`src/rtl/msctg_pkg.sv`:
```
// ----------------------------------------------------------------------------
// msctg_pkg
// shared widths, constants and status types of the step/chirp test generator
// ----------------------------------------------------------------------------
package msctg_pkg;

  localparam int NUM_ACTUATORS = 8;

  localparam int TIME_W  = 32;
  localparam int LEVEL_W = 14;
  localparam int HALF_W  = 21;
  localparam int QHZ_W   = 7;
  localparam int CNT_W   = $clog2(TIME_W);
  localparam int DIV_CNT_W = $clog2(HALF_W);

  localparam logic [LEVEL_W-1:0] LEVEL_MAX       = LEVEL_W'(9600);
  localparam logic [HALF_W-1:0]  HALF_PERIOD_NUM = HALF_W'(2000000);

  typedef struct packed {
    logic done;
    logic gt;
  } cmp_status_t;

  typedef struct packed {
    logic              done;
    logic [HALF_W-1:0] quotient;
  } div_status_t;

endpackage

```
`src/rtl/msctg_serial_cmp.sv`:
```
// ----------------------------------------------------------------------------
// msctg_serial_cmp
// bit-serial elapsed-time compare: flags (a - b) mod 2^32 > c, lsb first
// ----------------------------------------------------------------------------
module msctg_serial_cmp (
  input  logic                          clk,
  input  logic                          rst,
  input  logic                          start,
  input  logic [msctg_pkg::TIME_W-1:0]  a,
  input  logic [msctg_pkg::TIME_W-1:0]  b,
  input  logic [msctg_pkg::TIME_W-1:0]  c,
  output msctg_pkg::cmp_status_t        status
);

  logic [msctg_pkg::TIME_W-1:0] a_sr;
  logic [msctg_pkg::TIME_W-1:0] b_sr;
  logic [msctg_pkg::TIME_W-1:0] c_sr;
  logic [msctg_pkg::CNT_W-1:0]  cnt;
  logic                         busy;
  logic                         brw_d;
  logic                         brw_c;
  logic                         d_bit;
  logic                         brw_d_next;
  logic                         brw_c_next;

  // difference bit, then borrow of c minus difference
  always_comb begin
    d_bit      = a_sr[0] ^ b_sr[0] ^ brw_d;
    brw_d_next = (~a_sr[0] & b_sr[0]) | (~(a_sr[0] ^ b_sr[0]) & brw_d);
    brw_c_next = (~c_sr[0] & d_bit) | (~(c_sr[0] ^ d_bit) & brw_c);
  end

  always_ff @(posedge clk) begin
    if (rst) begin
      busy        <= 1'b0;
      cnt         <= '0;
      brw_d       <= 1'b0;
      brw_c       <= 1'b0;
      status.done <= 1'b0;
      status.gt   <= 1'b0;
    end else begin
      status.done <= 1'b0;
      if (start) begin
        a_sr  <= a;
        b_sr  <= b;
        c_sr  <= c;
        cnt   <= '0;
        brw_d <= 1'b0;
        brw_c <= 1'b0;
        busy  <= 1'b1;
      end else if (busy) begin
        a_sr  <= a_sr >> 1;
        b_sr  <= b_sr >> 1;
        c_sr  <= c_sr >> 1;
        brw_d <= brw_d_next;
        brw_c <= brw_c_next;
        cnt   <= cnt + 1'b1;
        if (cnt == msctg_pkg::CNT_W'(msctg_pkg::TIME_W - 1)) begin
          busy        <= 1'b0;
          status.done <= 1'b1;
          status.gt   <= brw_c_next;
        end
      end
    end
  end

endmodule

```
`src/rtl/msctg_serial_div.sv`:
```
// ----------------------------------------------------------------------------
// msctg_serial_div
// restoring divider, one quotient bit per cycle: half period from frequency
// ----------------------------------------------------------------------------
module msctg_serial_div (
  input  logic                         clk,
  input  logic                         rst,
  input  logic                         start,
  input  logic [msctg_pkg::QHZ_W-1:0]  divisor,
  output msctg_pkg::div_status_t       status
);

  logic [msctg_pkg::HALF_W-1:0]    dvd_sr;
  logic [msctg_pkg::HALF_W-1:0]    quo;
  logic [msctg_pkg::QHZ_W:0]       rem;
  logic [msctg_pkg::QHZ_W-1:0]     dsr;
  logic [msctg_pkg::DIV_CNT_W-1:0] cnt;
  logic                            busy;
  logic [msctg_pkg::QHZ_W:0]       trial;
  logic                            q_bit;

  always_comb begin
    trial = {rem[msctg_pkg::QHZ_W-1:0], dvd_sr[msctg_pkg::HALF_W-1]};
    q_bit = (trial >= {1'b0, dsr});
  end

  always_ff @(posedge clk) begin
    if (rst) begin
      busy        <= 1'b0;
      cnt         <= '0;
      status.done <= 1'b0;
    end else begin
      status.done <= 1'b0;
      if (start) begin
        dvd_sr <= msctg_pkg::HALF_PERIOD_NUM;
        dsr    <= divisor;
        rem    <= '0;
        quo    <= '0;
        cnt    <= '0;
        busy   <= 1'b1;
      end else if (busy) begin
        dvd_sr <= dvd_sr << 1;
        rem    <= q_bit ? (trial - {1'b0, dsr}) : trial;
        quo    <= {quo[msctg_pkg::HALF_W-2:0], q_bit};
        cnt    <= cnt + 1'b1;
        if (cnt == msctg_pkg::DIV_CNT_W'(msctg_pkg::HALF_W - 1)) begin
          busy        <= 1'b0;
          status.done <= 1'b1;
        end
      end
    end
  end

  // zero frequency falls back to the base half period
  assign status.quotient = (dsr == '0) ? msctg_pkg::HALF_PERIOD_NUM : quo;

endmodule

```
`src/rtl/motor_step_chirp_test_generator_top.sv`:
```
// ----------------------------------------------------------------------------
// motor_step_chirp_test_generator_top
// step / chirp drive-level test generator for one motor
// ----------------------------------------------------------------------------
// input stream: s_tuser carries the command (tick, start, stop), s_tdata the
//   32-bit microsecond timestamp. one result transaction per input transaction
//   on the output stream: m_tuser flags an issued drive command, m_tdata holds
//   target actuator, drive level and running status.
// configuration: cfg_wr_en/cfg_index/cfg_data write one register per cycle;
//   level, actuator and mode writes are dropped while a test runs.
// sequence: start, stop and idle ticks go straight to the output register;
//   a tick of a running test first runs the bit-serial compares of elapsed
//   time, then the serial half-period divider when a chirp frequency step
//   needs a new half period. one transaction is in flight at a time, so a new
//   input is taken only once the previous one has reached the output register.
// reset: rst (synchronous) restores the configuration and test registers to
//   their defaults, stops any test and empties the output register.
// stall: s_tready stays high while idle even with a result waiting; a held
//   m_tready makes the next transaction wait in the output stage until the
//   previous result is taken.
// ----------------------------------------------------------------------------
module motor_step_chirp_test_generator_top (
  input  logic        clk,
  input  logic        rst,
  input  logic        s_tvalid,
  output logic        s_tready,
  input  logic [31:0] s_tdata,   // now_us[31:0]
  input  logic [1:0]  s_tuser,   // func[1:0]
  output logic        m_tvalid,
  input  logic        m_tready,
  output logic [23:0] m_tdata,   // target_actuator[2:0], drive_level[16:3],
                                 // test_running[17], zero[23:18]
  output logic        m_tuser,   // drive_valid[0]
  input  logic        cfg_wr_en,
  input  logic [2:0]  cfg_index,
  input  logic [23:0] cfg_data
);

  typedef enum logic [1:0] {S_IDLE, S_CMP, S_DIV, S_OUT} state_t;
  typedef enum logic [1:0] {
    FUNC_TICK  = 2'd0,
    FUNC_START = 2'd1,
    FUNC_STOP  = 2'd2,
    FUNC_NONE  = 2'd3
  } func_t;
  typedef enum logic [2:0] {
    REG_LEVEL_LOW, REG_LEVEL_HIGH, REG_ACT_SEL, REG_TEST_MODE,
    REG_STEP_PERIOD, REG_SWAP_LIMIT, REG_CHIRP_DWELL, REG_CHIRP_LIMIT
  } reg_idx_t;

  localparam logic [3:0] SEL_NONE = 4'hF;

  state_t state;

  // configuration registers
  logic [msctg_pkg::LEVEL_W-1:0] level_low;
  logic [msctg_pkg::LEVEL_W-1:0] level_high;
  logic [3:0]                    act_sel;
  logic                          test_mode;
  logic [23:0]                   step_period;
  logic [7:0]                    swap_limit;
  logic [23:0]                   chirp_dwell;
  logic [msctg_pkg::QHZ_W-1:0]   chirp_limit;

  // test state
  logic                          running;
  logic [msctg_pkg::TIME_W-1:0]  segment_start;
  logic [msctg_pkg::TIME_W-1:0]  toggle_start;
  logic [7:0]                    swap_count;
  logic [msctg_pkg::QHZ_W-1:0]   chirp_qhz;
  logic [msctg_pkg::HALF_W-1:0]  half_period;
  logic [msctg_pkg::LEVEL_W-1:0] level_old;
  logic [msctg_pkg::LEVEL_W-1:0] level_new;
  logic [msctg_pkg::TIME_W-1:0]  now_q;
  logic                          issue;
  logic                          div_start;

  logic                          s_accept;
  logic                          sel_valid;
  logic                          cmp_start;
  logic [msctg_pkg::LEVEL_W-1:0] cfg_level;
  logic                          cfg_sel_ok;
  logic [7:0]                    swap_inc;
  logic [msctg_pkg::QHZ_W:0]     chirp_next;
  func_t                         func_in;

  msctg_pkg::cmp_status_t cmp_seg;
  msctg_pkg::cmp_status_t cmp_tog;
  msctg_pkg::div_status_t div_st;

  always_comb begin
    s_tready   = (state == S_IDLE);
    s_accept   = s_tvalid && s_tready;
    func_in    = func_t'(s_tuser);
    sel_valid  = (act_sel != SEL_NONE);
    cmp_start  = s_accept && (func_in == FUNC_TICK) && running && sel_valid;
    cfg_level  = (cfg_data[msctg_pkg::LEVEL_W-1:0] > msctg_pkg::LEVEL_MAX) ?
                 msctg_pkg::LEVEL_MAX : cfg_data[msctg_pkg::LEVEL_W-1:0];
    cfg_sel_ok = !cfg_data[3] && (int'(cfg_data[2:0]) < msctg_pkg::NUM_ACTUATORS);
    swap_inc   = swap_count + 8'd1;
    chirp_next = {1'b0, chirp_qhz} + 1'b1;
  end

  msctg_serial_cmp u_cmp_seg (
    .clk    (clk),
    .rst    (rst),
    .start  (cmp_start),
    .a      (s_tdata),
    .b      (segment_start),
    .c      (test_mode ? {8'd0, chirp_dwell} : {8'd0, step_period}),
    .status (cmp_seg)
  );

  msctg_serial_cmp u_cmp_tog (
    .clk    (clk),
    .rst    (rst),
    .start  (cmp_start),
    .a      (s_tdata),
    .b      (toggle_start),
    .c      ({(msctg_pkg::TIME_W - msctg_pkg::HALF_W)'(0), half_period}),
    .status (cmp_tog)
  );

  msctg_serial_div u_div (
    .clk     (clk),
    .rst     (rst),
    .start   (div_start),
    .divisor (chirp_qhz),
    .status  (div_st)
  );

  always_ff @(posedge clk) begin
    if (rst) begin
      state         <= S_IDLE;
      level_low     <= msctg_pkg::LEVEL_W'(1000);
      level_high    <= msctg_pkg::LEVEL_W'(9600);
      act_sel       <= SEL_NONE;
      test_mode     <= 1'b0;
      step_period   <= 24'd1000000;
      swap_limit    <= 8'd20;
      chirp_dwell   <= 24'd2000000;
      chirp_limit   <= msctg_pkg::QHZ_W'(60);
      running       <= 1'b0;
      segment_start <= '0;
      toggle_start  <= '0;
      swap_count    <= '0;
      chirp_qhz     <= msctg_pkg::QHZ_W'(1);
      half_period   <= msctg_pkg::HALF_PERIOD_NUM;
      level_old     <= msctg_pkg::LEVEL_W'(1000);
      level_new     <= msctg_pkg::LEVEL_W'(9600);
      issue         <= 1'b0;
      div_start     <= 1'b0;
      m_tvalid      <= 1'b0;
    end else begin
      // frequency step that stays within the limit needs a new half period
      div_start <= (state == S_CMP) && cmp_seg.done && test_mode && cmp_seg.gt &&
                   (chirp_next <= {1'b0, chirp_limit});
      if (m_tready && (state != S_OUT)) begin
        m_tvalid <= 1'b0;
      end

      if (cfg_wr_en) begin
        unique case (reg_idx_t'(cfg_index))
          REG_LEVEL_LOW: begin
            if (!running) begin
              level_low <= cfg_level;
              level_old <= cfg_level;
              level_new <= level_high;
            end
          end
          REG_LEVEL_HIGH: begin
            if (!running) begin
              level_high <= cfg_level;
              level_old  <= level_low;
              level_new  <= cfg_level;
            end
          end
          REG_ACT_SEL: begin
            if (!running) begin
              act_sel <= cfg_sel_ok ? cfg_data[3:0] : SEL_NONE;
            end
          end
          REG_TEST_MODE: begin
            if (!running) begin
              test_mode <= cfg_data[0];
            end
          end
          REG_STEP_PERIOD: step_period <= cfg_data;
          REG_SWAP_LIMIT:  swap_limit  <= cfg_data[7:0];
          REG_CHIRP_DWELL: chirp_dwell <= cfg_data;
          REG_CHIRP_LIMIT: chirp_limit <= cfg_data[msctg_pkg::QHZ_W-1:0];
          default: ;
        endcase
      end

      unique case (state)
        S_IDLE: begin
          if (s_accept) begin
            now_q <= s_tdata;
            issue <= 1'b0;
            state <= cmp_start ? S_CMP : S_OUT;
            case (func_in)
              FUNC_START: begin
                if (sel_valid && !running) begin
                  segment_start <= s_tdata;
                  toggle_start  <= s_tdata;
                  running       <= 1'b1;
                end
              end
              FUNC_STOP: begin
                if (sel_valid) begin
                  swap_count  <= '0;
                  chirp_qhz   <= msctg_pkg::QHZ_W'(1);
                  half_period <= msctg_pkg::HALF_PERIOD_NUM;
                  running     <= 1'b0;
                end
              end
              default: ;
            endcase
          end
        end
        S_CMP: begin
          if (cmp_seg.done) begin
            if (!test_mode) begin
              issue <= 1'b1;
              state <= S_OUT;
              if (cmp_seg.gt) begin
                segment_start <= now_q;
                level_old     <= level_new;
                level_new     <= level_old;
                if (swap_inc >= swap_limit) begin
                  swap_count  <= '0;
                  chirp_qhz   <= msctg_pkg::QHZ_W'(1);
                  half_period <= msctg_pkg::HALF_PERIOD_NUM;
                  running     <= 1'b0;
                end else begin
                  swap_count  <= swap_inc;
                end
              end
            end else if (cmp_seg.gt) begin
              segment_start <= now_q;
              toggle_start  <= now_q;
              if (chirp_next > {1'b0, chirp_limit}) begin
                swap_count  <= '0;
                chirp_qhz   <= msctg_pkg::QHZ_W'(1);
                half_period <= msctg_pkg::HALF_PERIOD_NUM;
                running     <= 1'b0;
                issue       <= 1'b0;
                state       <= S_OUT;
              end else begin
                issue     <= 1'b1;
                chirp_qhz <= chirp_next[msctg_pkg::QHZ_W-1:0];
                state     <= S_DIV;
              end
            end else begin
              issue <= 1'b1;
              state <= S_OUT;
              if (cmp_tog.gt) begin
                toggle_start <= now_q;
                level_old    <= level_new;
                level_new    <= level_old;
              end
            end
          end
        end
        S_DIV: begin
          if (div_st.done) begin
            half_period <= div_st.quotient;
            state       <= S_OUT;
          end
        end
        S_OUT: begin
          if (!m_tvalid || m_tready) begin
            m_tvalid <= 1'b1;
            m_tuser  <= issue;
            m_tdata  <= {6'd0, running,
                         issue ? level_new : {msctg_pkg::LEVEL_W{1'b0}},
                         issue ? act_sel[2:0] : 3'd0};
            state    <= S_IDLE;
          end
        end
        default: state <= S_IDLE;
      endcase
    end
  end

`ifndef NO_ASSERTIONS
  a_cmp_done_in_cmp: assert property (@(posedge clk) disable iff (rst)
    cmp_seg.done |-> (state == S_CMP))
    else $error("compare finished outside the compare phase");

  a_div_done_in_div: assert property (@(posedge clk) disable iff (rst)
    div_st.done |-> (state == S_DIV))
    else $error("divide finished outside the divide phase");

  a_running_has_sel: assert property (@(posedge clk) disable iff (rst)
    running |-> sel_valid)
    else $error("test running with no actuator selected");

  a_chirp_nonzero: assert property (@(posedge clk) disable iff (rst)
    chirp_qhz != '0)
    else $error("chirp frequency reached zero");

  a_level_range: assert property (@(posedge clk) disable iff (rst)
    (level_old <= msctg_pkg::LEVEL_MAX) && (level_new <= msctg_pkg::LEVEL_MAX))
    else $error("drive level above maximum");
`endif

endmodule

```
`config.mk`:
```
export PLATFORM = sky130hd
export DESIGN_NAME = motor_step_chirp_test_generator_top
export DESIGN_NICKNAME = d
export VERILOG_FILES = /design/src/rtl/msctg_pkg.sv /design/src/rtl/msctg_serial_cmp.sv /design/src/rtl/msctg_serial_div.sv /design/src/rtl/motor_step_chirp_test_generator_top.sv
export SDC_FILE = /design/constraint.sdc
export NUM_CORES = 1
export LEC_CHECK = 0
export CELL_PAD_IN_SITES_DETAIL_PLACEMENT = 0
export CELL_PAD_IN_SITES_GLOBAL_PLACEMENT = 1
export CORE_MARGIN = 3
export CORE_UTILIZATION = 30
export CTS_CLUSTER_DIAMETER = 200
export CTS_CLUSTER_SIZE = 40
export DETAILED_ROUTE_END_ITERATION = 16
export DONT_BUFFER_PORTS = 1
export GPL_TIMING_DRIVEN = 0
export PLACE_DENSITY = 0.6
export SLEW_MARGIN = 25
export SYNTH_ARGS = -nofsm -noshare
export SYNTH_HDL_FRONTEND = slang
export SYNTH_HIERARCHICAL = 1
export SYNTH_SLANG_ARGS = --single-unit
export TNS_END_PERCENT = 50
```
`constraint.sdc`:
```
create_clock -name clk -period 9.2 [get_ports clk]
set_clock_uncertainty 0.1 [all_clocks]
set_input_delay 1.84 -clock clk [delete_from_list [all_inputs] [get_ports clk]]
set_output_delay 1.84 -clock clk [all_outputs]
set_load 0.01 [all_outputs]
```
# [Word level (Yosys, flattened, before mapping)]
# Cells that the tools add are included.
[totals] ff_bits=547 in_bits=66 out_inout_bits=27
[op_classes] n_addsub=6 order_cmp=5 n_eq_ne=33 n_mux=122 bitwise=31 n_reduce_logical=50
[ops] operator="$mux 32" count=19
[ops] operator="$mux 21" count=14
[ops] operator="$mux 14" count=19
[ops] operator="$pmux 32 s2" count=2
[ops] operator="$mux 7" count=11
[ops] operator="$mux 8" count=9
[ops] operator="$pmux 21 s3" count=1
[ops] operator="$pmux 14 s2" count=2
[ops] operator="$mux 31" count=1
[ops] operator="$mux 1" count=28
[ops] operator="$reduce_and 3->1" count=9
[ops] operator="$mux 24" count=1
[ops] operator="$reduce_and 7->1" count=3
[ops] operator="$reduce_and 9->1" count=2
[ops] operator="$mux 2" count=8
[ops] operator="$ne 2x1->1 const B" count=8
[ops] operator="$pmux 8 s2" count=1
[ops] operator="$reduce_and 2->1" count=8
[ops] operator="$add 5x1->5 const B" count=3
[ops] operator="$eq 5x5->1 const B" count=3
[ops] operator="$gt 14x14->1 const B" count=1
[ops] operator="$pmux 7 s2" count=1
[ops] operator="$not 1->1" count=13
[ops] operator="$eq 3x3->1 const B" count=4
[ops] operator="other kinds (34)" count=76

# [Depth between registers and ports, before layout]
# Gate-level depths: netlist of run 1.
[logic_depth] word_depth=10 ltp_mapped=12 depth_no_buf=11

# [Cells and area by module]
# Netlist of run 1, hierarchy kept.
[by_module_without_submodules] mod="motor_step_chirp_test_generator_top" n_inst=1 cells_each=1331 area_per_inst_um2=12159.2
[by_module_without_submodules] mod="msctg_serial_cmp" n_inst=2 cells_each=251 area_per_inst_um2=4580.6
[by_module_without_submodules] mod="msctg_serial_div" n_inst=1 cells_each=222 area_per_inst_um2=2677.6

# [Worst setup path before layout of run 1]
# No wires, ideal clock.
[synth_path] kind="input to register" startpoint="input s_tuser[0]" endpoint="register u_cmp_seg/a_sr[0] (netlist bit), enable pin" setup_ns=0.551 arrival_ns=6.709 required_time_ns=8.549 slack_ns=1.840 stages=8 path_buffers=3 path_cell_list="nor2_1 > nand4_1 > nor2_1 > buf_6 > buf_6 > buf_6 > nor2_1 > nor2_1"
[synth_via] elab_chain_len=6
[synth_rtl] element="start: declaration" line="motor_step_chirp_test_generator_top.sv:28" source="input logic [1:0] s_tuser,"
[synth_rtl] element="$logic_not 2->1" line="motor_step_chirp_test_generator_top.sv:96" source="cmp_start = s_accept && (func_in == FUNC_TICK) && running && sel_valid;"
[synth_rtl] element="$logic_and 1x1->1 (3 in a row)" line="motor_step_chirp_test_generator_top.sv:96"
[synth_rtl] element="named net cmp_start" line="motor_step_chirp_test_generator_top.sv:80" source="logic cmp_start;"
[synth_rtl] element="$reduce_bool 2->1 (no line)"
[synth_rtl] element="$reduce_and 2->1 (no line)"
[synth_rtl] element="end signal: assignment" line="msctg_serial_cmp.sv:52" source="a_sr <= a_sr >> 1;"
[synth_rtl] element="end: declaration" line="msctg_serial_cmp.sv:15" source="logic [msctg_pkg::TIME_W-1:0] a_sr;"
# The timed path passes the listed nets, and every way through them passes these cells.
# A chain may end at the register's enable or synchronous reset.

# [Worst setup path in the final report of run 1]
[layout_path] startpoint="input s_tuser[0]" endpoint="register u_cmp_tog/b_sr[14] (netlist bit), enable pin"
[layout_via] elab_chain_len=6
[layout_rtl] element="$logic_not 2->1" line="motor_step_chirp_test_generator_top.sv:96"
[layout_rtl] element="$logic_and 1x1->1 (3 in a row)" line="motor_step_chirp_test_generator_top.sv:96"
[layout_rtl] element="named net cmp_start" line="motor_step_chirp_test_generator_top.sv:80"
[layout_rtl] element="$reduce_bool 2->1 (no line)"
[layout_rtl] element="$reduce_and 2->1 (no line)"
[layout_rtl] element="end signal: assignment" line="msctg_serial_cmp.sv:53" source="b_sr <= b_sr >> 1;"
[layout_rtl] element="end: declaration" line="msctg_serial_cmp.sv:16" source="logic [msctg_pkg::TIME_W-1:0] b_sr;"
# The timed path passes the listed nets, and every way through them passes these cells.

==> results of run 1 <==
==> cell type report <==
type | instances | area, um2 | share of cell area [%]
timing repair buffer | 13 | 279 | 1.06
clock inverter | 3 | 62.6 | 0.238
sequential | 548 | 13900 | 52.9
multi-input combinational | 1332 | 9300 | 35.4
inverter | 46 | 173 | 0.658
tap | 1050 | 1310 | 5.01
buffer | 150 | 729 | 2.78
clock buffer | 29 | 492 | 1.87
==> power breakdown <==
part           internal [mW]  total, mW  switching [mW]
clock                  0.391       1.15           0.761
combinational          0.250      0.751           0.501
sequential              2.71       2.78          0.0769
==> worst min path at each step <==
stage | from | endpoint | slack [ns] | cells past startpoint
2_1_floorplan | div_start | u_div/dvd_sr[7] | 0.31 | 0
3_3_place_gp | div_start | u_div/dvd_sr[7] | 0.33 | 0
3_5_place_dp | div_start | u_div/dvd_sr[7] | 0.33 | 0
4_1_cts | div_start | u_div/dvd_sr[7] | 0.36 | 0
5_1_grt | div_start | u_div/dvd_sr[7] | 0.38 | 0
6_report | div_start | u_div/dvd_sr[7] | 0.36 | 0
==> stage by stage <==
| step | instances | hold slack, ns | utilization [%] | power, mW | cell area [um2] |
|---|---|---|---|---|---|
| after floorplan | 2076 | 0.306 | - | 3.35 | 24100 |
| after global placement | 3126 | 0.325 | 32.1 | 3.57 | 25400 |
| after detailed placement | 3139 | 0.327 | 32.5 | 3.59 | 25700 |
| after CTS | 3171 | 0.363 | 33.2 | 4.75 | 26200 |
| after global routing | 3171 | 0.376 | 33.2 | 4.92 | 26200 |
| final | 3171 | 0.360 | 33.2 | 4.69 | 26200 |
==> state kept, by name (all words and copies together) (netlist names), 21 cells and up <==
name	flops
segment_start	32
u_cmp_tog/b_sr	32
u_div/quo	21
u_cmp_tog/a_sr	32
now_q	32
step_period	24
chirp_dwell	24
half_period	21
u_cmp_tog/c_sr	32
u_cmp_seg/a_sr	32
u_cmp_seg/c_sr	32
toggle_start	32
u_cmp_seg/b_sr	32
==> per-layer routing <==
| layer | vias up | GRT usage (%) |
|---|---|---|
| met2 | 270 | 22.9 |
| li1 | 7499 | - |
| met1 | 7716 | 20.4 |
| met5 | - | 0 |
| met3 | 51 | 1.79 |
| met4 | 0 | 2.60 |
==> worst max-delay path, cell delays in order <==
cell,delay (ns)
nor2_1,0.09
nand4_1,0.10
nor2_1,0.34
buf_6,0.22
buf_6,0.21
buf_6,0.24
nor2_1,0.11
nor2_4,0.38
buf_8,0.22
buf_16,0.17
buf_12,0.19
buf_16,0.17
==> summary.txt, run 1 <==
Detailed routing
  – DR WL met3: 2.54 mm
  – Met2 wire length: 27.6 mm
  – Uppermost routed layer: met4
  – DRC Markers: 0
  – Post-DRT Antenna Nets: 0
  – 1st-pass router iterations: 5
  – Met1 WL: 29.2 mm
  – Avg WL per Cell: 19.0 um
  – Initial DRC Count: 1029
  – Via/cell ratio: 4.90
  – Detailed Route WL: 60.2 mm
  – Vias: 15.5k

Timing
  – Final clock period utilization by the worst path: 44.8%
  – Setup ws final: 5.08 ns
  – Slew at the pin with the worst max-slew slack: 0.969 ns
  – Setup violations, final: 0
  – Slew HR: 34.9%
  – Hold Fails Final Rpt: 0
  – Max-slew violation count: 0
  – Maximum clock rate: 243 MHz
  – Final critical-path required period: 4.12 ns
  – RSZ-0062 raised after global routing: no
  – Setup tns final: 0 ns

Clock network
  – H-tree Lvls: 1
  – Root Buffer: clkbuf_16
  – Worst skew pair latency: 0.59 ns
  – CTS buffer count: 18
  – CTS tree: yes
  – Cts repair resizes: 0
  – # clock sinks: 548
  – Post-CTS setup buffers: 0
  – Reg clk slew, reported paths: 0.14 ns
  – CTS max path bufs: 3
  – Hold buffers post-CTS: 0

Setup path
  – R2R setup slack: 5.22 ns
  – Critical Path End Type: register
  – CP Class: primary input to register
  – Worst EP arrival: 4.34 ns
  – Worst Setup SP: s_tuser[0]
  – Setup crit end: u_cmp_tog/b_sr[14]
  – Worst Reg-to-Reg Cells: 14
  – Crit path launch type: primary input
  – Worst Path Required: 9.42 ns
  – Launch point of the worst reg-to-reg path: state[0]
  – Worst r2r dst: u_cmp_tog/b_sr[14]
  – CP Max Fanout: 23

Global route
  – GR Util All Layers: 14.1%
  – Vias in the first global route: 15.4k
  – Initial antenna violation count: 0
  – Largest net degree at the start of global routing: 42
  – Grt ovf: 0
  – First-pass GRT wire length: 93.2 mm

Die
  – DIE AREA: 83300 um2
  – Die Width: 289 um
  – Starting Density: 30.3%
  – Core area: 79100 um2
  – Standard-cell rows: 103
  – # IOs: 93
  – Die height: 289 um

Logic synthesis
  – Mapped Area: 24000 um2
  – Syn. warnings: 6
  – Syn avg cell area: 11.7 um2
  – Gate Count Post-Synth: 2052

Final layout
  – # nets final: 2214
  – ANT cells: 0
  – Commonest non-fill, non-tap cells in the layout: edfxtp_1 (292), dfxtp_1 (256), nand2_1 (207)
  – Layout cells sized above 1: 15.8%
  – Synth-to-Final Area Change: 9.47%
  – Layout fillers: 7944
  – Most common cell after layout, fill and taps aside: edfxtp_1

Placed design
  – Final HPWL DP: 43.4 mm
  – Pre-CTS setup slack: 4.46 ns
  – GP Congestion: 0.836
  – IO Port Bufs: 0

Pwr
  – PD cells: 179 nW/um2
  – Max VDD drop: 0.120 mV
  – Lkg Pwr: 8.80 nW

Status
  – Status: finished, final reports clean

Worst hold path
  – Hold WC Path Type: register to register

Flow run
  – MaxCap Viol Count: 0
(Power assumes the default switching activity.)
==> run 2, diff against run 1 <==
Settings changed: ABC_AREA set to 1, PLACE_DENSITY 0.6 to 0.65.
Clock period 9.2 ns to 3.3 ns, I/O delays scaled along.
==> run 2 against run 1 <==
Clock power rose to 2.7 times the previous value. Via count up 20%. Design area increased by 2.1%. Register-to-register slack lost 5.1 ns.
==> summary.txt, run 2 <==
Setup path
  – Worst r2r dst: u_cmp_tog/a_sr[13]
  – Most frequent CP cell: buf_6
  – CP peak stage delay: 0.45 ns (+0.07 ns)
  – Bufs and invs on worst path: 8 (+1)
  – Launch point of the worst reg-to-reg path: state[0]
  – Kind of cell adding the most delay to the critical path: buffers and inverters
  – Slowest cell on crit path: clkinvlp_4
  – CP cell instances: inv_2, ha_4, buf_6, nand2_1, nor3_1, nand3_1, inv_1, buf_4, buf_6, o21ai_4, clkinvlp_4, buf_12, buf_16
  – CP Class: register to register
  – R2R setup slack: 0.13 ns (-5.09 ns)
  – Crit path depth: 13 (+1)
  – Crit path launch type: register
  – Critical Path End Type: register
  – Worst Path Required: 3.55 ns (-5.87 ns)
  – Worst Reg-to-Reg Cells: 13 (-1)
  – Worst EP arrival: 3.41 ns (-0.93 ns)
  – CP Max Fanout: 25 (+8.7%)

Timing
  – Setup violations, final: 0 (unchanged)
  – Final critical-path required period: 3.17 ns
  – Final clock period utilization by the worst path: 95.9%
  – Hold Fails Final Rpt: 0 (unchanged)
  – RSZ-0062 raised after global routing: no
  – Slew at the pin with the worst max-slew slack: 0.929 ns (-0.0399 ns)
  – Slew HR: 38.0% (+3.2 points)
  – Max-slew violation count: 0 (unchanged)
  – Maximum clock rate: 316 MHz

Placed design
  – GP Congestion: 0.811 (-3.0%)
  – Cell count after placement: 4046 (+29%)
  – Final HPWL DP: 48.0 mm (+10%)
  – IO Port Bufs: 0 (unchanged)

Die
  – Die Width: 292 um (+1.1%)
  – Core area: 80800 um2 (+2.1%)
  – Die height: 292 um (+1.1%)
  – Starting Density: 30.3% (+0.052 points)
  – # IOs: 93 (unchanged)
  – DIE AREA: 85200 um2 (+2.2%)
  – Standard-cell rows: 104 (+0.97%)

Worst hold path
  – Hold path endpoint: now_q[26]
  – Hold path start: s_tdata[26]
  – Hold path depth: 0 (unchanged)
  – Hold WC Path Type: primary input to register

Clock network
  – # clock sinks: 548 (unchanged)
  – Reg clk slew, reported paths: 0.16 ns (+0.02 ns)
  – Root Buffer: clkbuf_16
  – Worst skew pair latency: 0.59 ns (about the same)
  – CTS buffer count: 17 (-1)
  – CTS tree: yes
  – CTS max path bufs: 3 (unchanged)
  – H-tree Lvls: 1 (unchanged)

Final layout
  – ANT cells: 0 (unchanged)
  – Layout cells sized above 1: 5.80% (-10 points)
  – Synth-to-Final Area Change: 9.22%
  – Most common cell after layout, fill and taps aside: nand2_1
  – # nets final: 3113 (+41%)
  – Final cell count without fillers: 4078 (+29%)
  – Commonest non-fill, non-tap cells in the layout: nand2_1 (1172), edfxtp_1 (292), dfxtp_1 (251)

Logic synthesis
  – Syn. warnings: 6 (unchanged)
  – Syn avg cell area: 8.31 um2 (-29%)
  – Gate Count Post-Synth: 2950 (+44%)
  – Mapped Area: 24500 um2 (+2.3%)

Pwr
  – PD cells: 528 nW/um2 (+200%)
  – Max VDD drop: 0.311 mV (+160%)
  – Pwr Total: 14.1 mW (+200%)
  – Lkg Pwr: 11.5 nW (+31%)

Global route
  – Initial antenna violation count: 1 (+1)
  – Largest net degree at the start of global routing: 42 (unchanged)
  – First-pass GRT wire length: 104 mm (+12%)
  – Grt ovf: 0 (unchanged)
  – GR Util All Layers: 15.4% (+1.2 points)
  – Vias in the first global route: 17.7k (+15%)

Detailed routing
  – 1st-pass router iterations: 7 (+2)
  – Post-DRT Antenna Nets: 0 (unchanged)
  – Avg WL per Cell: 16.4 um (-14%)
  – Vias: 18.6k (+20%)
  – Detailed Route WL: 67.0 mm (+11%)
  – Initial DRC Count: 1297 (+26%)
  – DRC Markers: 0 (unchanged)
  – Via/cell ratio: 4.56 (-6.9%)

Status
  – Status: finished, final reports clean

Flow run
  – MaxCap Viol Count: 0 (unchanged)
[run 2: metrics by stage]
step | TNS, ns | utilization (%) | setup slack (ns) | cell area (um2) | hold slack (ns)
finish | 0 | 33.1 | 0.134 | 26800 | 0.0605
global route | 0 | 33.1 | 0.00278 | 26800 | 0.0247
CTS | 0 | 33.1 | 0.0823 | 26800 | 0.0248
detailed placement | -74.05 | 32.5 | -0.637 | 26300 | 0.325
global placement | -403.64 | 32.2 | -1.65 | 26000 | 0.316
floorplan | -0.0135 | - | -0.0000702 | 24700 | 0.303
[run 2: per-layer routing]
layer / track usage, % / wire (um) / up-vias
met1: 22.2 / 33200 / 8768
met3: 2.03 / 2720 / 52
met2: 24.6 / 29700 / 262
met4: 3.39 / 1310 / 0
met5: 0 / 0 / -
li1: - / - / 9518
[run 2: area by class of cell]
cell class | count | area, um2
repair buffers | 14 | 270
inverters | 229 | 870
flip-flops and latches | 548 | 13900
multi-input cells | 2040 | 9060
repair inverters | 1 | 5.00
clock buffers | 28 | 467
clock inverters | 1 | 16.3
plain buffers | 157 | 871
well taps | 1060 | 1330
fillers | 8585 | 54000
[run 2: timing repair]
item	4_1_cts	5_1_grt
hold buffers	1	0
setup buffers	1	0
pin swaps	0	1
endpoints found under the hold margin	1	0
endpoints found under the setup margin	193	17
gates resized for setup	4	3
gates cloned	1	0
[run 2: power by group]
group          switching (mW)  internal, mW
Sequential              0.309          7.70
Clock                    2.09          1.01
Combinational            2.11         0.926
Total                    4.51          9.63
[run 2: worst max-delay path by stage]
stage               slack [ns]                 end     startpoint
finish                    0.13  u_cmp_tog/a_sr[13]       state[0]
global route             0.003     half_period[19]  swap_count[0]
CTS                       0.08  u_cmp_tog/a_sr[15]        running
detailed placement       -0.64  u_cmp_tog/a_sr[10]        running
global placement         -1.65  u_cmp_seg/a_sr[14]        running
floorplan             -0.00007   u_cmp_seg/a_sr[0]       state[0]
==> run 3, diff against run 2 <==
Settings changed: CORE_UTILIZATION 30 to 35, PLACE_DENSITY 0.65 to 0.72.
==> run 3 against run 2 <==
Utilization increased by 5.5 points. Register-to-register slack improved by 0.02 ns. Non-clock buffer count decreased by 1. First-iteration DRC count increased by 11%. Combinational power decreased by 2%. Critical path depth increased by 1. Via count increased by 1.2%. Setup slack improved by 0.024 ns. Critical endpoint is now u_cmp_tog/b_sr[8].
==> summary.txt, run 3 (synthesis gave the netlist of run 2 again) <==
Final layout
  – Layout cells sized above 1: 5.96% (+0.16 points)
  – Final cell count without fillers: 3950 (-3.1%)
  – Commonest non-fill, non-tap cells in the layout: nand2_1 (1171), edfxtp_1 (292), dfxtp_1 (251)
  – ANT cells: 0 (unchanged)
  – Most common cell after layout, fill and taps aside: nand2_1
  – # nets final: 3113 (unchanged)
  – Final instance area: 26600 um2 (-0.61%)
  – Synth-to-Final Area Change: 8.56%

Clock network
  – Root Buffer: clkbuf_16
  – CTS max path bufs: 3 (unchanged)
  – # clock sinks: 548 (unchanged)
  – Reg clk slew, reported paths: 0.15 ns (about the same)
  – CTS tree: yes
  – Worst skew pair latency: 0.58 ns (about the same)
  – H-tree Lvls: 1 (unchanged)
  – CTS buffer count: 17 (unchanged)

Detailed routing
  – Met1 WL: 30.2 mm (-9.3%)
  – Initial DRC Count: 1444 (+11%)
  – DR WL met3: 2.97 mm (+9.4%)
  – Uppermost routed layer: met4
  – Post-DRT Antenna Nets: 0 (unchanged)
  – Detailed Route WL: 63.6 mm (-5.1%)
  – Vias: 18.8k (+1.2%)
  – Met2 wire length: 29.2 mm (-1.7%)
  – Via/cell ratio: 4.77 (+4.5%)
  – Avg WL per Cell: 16.1 um (-2.0%)
  – 1st-pass router iterations: 5 (-2)
  – DRC Markers: 0 (unchanged)

Global route
  – Vias in the first global route: 17.8k (+0.75%)
  – Largest net degree at the start of global routing: 42 (unchanged)
  – Grt ovf: 0 (unchanged)
  – First-pass GRT wire length: 99.7 mm (-4.2%)
  – GR Util All Layers: 16.9% (+1.5 points)
  – Initial antenna violation count: 1 (unchanged)

Timing
  – Slew at the pin with the worst max-slew slack: 0.850 ns (-0.0794 ns)
  – Final critical-path required period: 3.14 ns (-0.0237 ns)
  – RSZ-0062 raised after global routing: no
  – Final clock period utilization by the worst path: 95.2% (-0.72 points)
  – Max-slew violation count: 0 (unchanged)
  – Maximum clock rate: 318 MHz (+0.75%)
  – Hold_ws: 0.0565 ns (-0.00399 ns)
  – Setup violations, final: 0 (unchanged)
  – Slew HR: 43.3% (+5.3 points)
  – Hold Fails Final Rpt: 0 (unchanged)

Die
  – # IOs: 93 (unchanged)
  – DIE AREA: 73300 um2 (-14%)
  – Standard-cell rows: 96 (-7.7%)
  – Die height: 271 um (-7.3%)
  – Die Width: 271 um (-7.3%)
  – Core area: 68900 um2 (-15%)
  – Starting Density: 35.6% (+5.2 points)

Setup path
  – Launch point of the worst reg-to-reg path: state[0]
  – CP Class: register to register
  – Worst Path Required: 3.49 ns (-0.06 ns)
  – Worst Setup SP: state[0]
  – Worst Reg-to-Reg Cells: 14 (+1)
  – CP Max Fanout: 30 (+20%)
  – Crit path launch type: register
  – Worst EP arrival: 3.34 ns (-0.07 ns)
  – Critical Path End Type: register
  – R2R setup slack: 0.16 ns (+0.02 ns)
  – Worst r2r dst: u_cmp_tog/b_sr[8]
  – Setup crit end: u_cmp_tog/b_sr[8]

Worst hold path
  – Hold WC Path Type: primary input to register

Pwr
  – Lkg Pwr: 11.5 nW (about the same)
  – Pwr Total: 14.1 mW (-0.55%)
  – PD cells: 529 nW/um2 (about the same)
  – Max VDD drop: 0.352 mV (+13%)

Placed design
  – IO Port Bufs: 0 (unchanged)
  – GP Congestion: 0.819 (+0.95%)
  – Final HPWL DP: 46.8 mm (-2.4%)
  – Dpl cell area: 26100 um2 (-0.77%)
  – Cell count after placement: 3914 (-3.3%)

Status
  – Status: finished, final reports clean

Flow run
  – MaxCap Viol Count: 0 (unchanged)
## run 3: cell types whose count changed in the layout (fill, tap and decap cells not counted), sizes merged
cell and change:
clkinvlp +1, dlygate4sd3 -1, inv +1
## run 3: report_power, final
group	total [mW]	internal [mW]	leakage, nW	switching [mW]
clock	3.07	1.01	0.234	2.06
sequential	8.04	7.71	4.74	0.333
combinational	2.97	0.937	6.52	2.03
total	14.1	9.65	11.5	4.42
## run 3: what timing repair did
action / in CTS / in global routing
setup endpoints to repair: 192 / 100
setup buffers: 1 / 3
gates resized for setup: 4 / 9
gates cloned: 2 / 0
pin swaps: 0 / 2
hold buffers: 0 / 0
## run 3: how the worst min path moves through the flow
stage,slack (ns),from,endpoint,cells past startpoint
2_1_floorplan,0.30,div_start,u_div/dvd_sr[7],0
3_3_place_gp,0.31,div_start,u_div/dvd_sr[7],0
3_5_place_dp,0.33,issue,m_tuser,0
4_1_cts,0.02,rst,u_cmp_seg/status[1],1
5_1_grt,0.02,rst,u_cmp_seg/status[1],1
6_report,0.06,rst,u_cmp_seg/status[1],1
## run 3: worst max-delay path: stages, from the launching register on
cell and delay (ns):
dfxtp_2 0.38, inv_2 0.08, ha_4 0.20, buf_6 0.16, nand2_1 0.15, nor3_1 0.16, nand3_1 0.17, inv_1 0.20
buf_4 0.25, buf_6 0.18, o21ai_4 0.10, clkinvlp_4 0.10, buf_12 0.18, buf_16 0.19, buf_12 0.21
## run 3: layout make-up
| class | count | area [um2] |
|---|---|---|
| Fill cell | 7098 | 42300 |
| Sequential cell | 548 | 13900 |
| Multi-Input combinational cell | 2040 | 9060 |
| Tap cell | 931 | 1160 |
| Buffer | 157 | 871 |
| Inverter | 229 | 870 |
| Clock buffer | 28 | 467 |
| Timing Repair Buffer | 13 | 243 |
| Clock inverter | 2 | 25.0 |
| Timing Repair inverter | 2 | 12.5 |
## run 3: metrics by stage
step,TNS [ns],setup slack (ns),utilization [%]
2_1_floorplan,-0.0135,-0.0000702,-
3_3_place_gp,-330.37,-1.36,37.5
3_5_place_dp,-87.00,-0.734,37.8
4_1_cts,0,0.0311,38.6
5_1_grt,0,0.0261,38.6
6_report,0,0.158,38.6
## run 3: metal layers
metal | up-vias | global-route usage (%)
met2 | 362 | 27.6
met3 | 59 | 1.89
met5 | - | 0
met1 | 8875 | 24.0
met4 | 0 | 3.66
li1 | 9536 | -
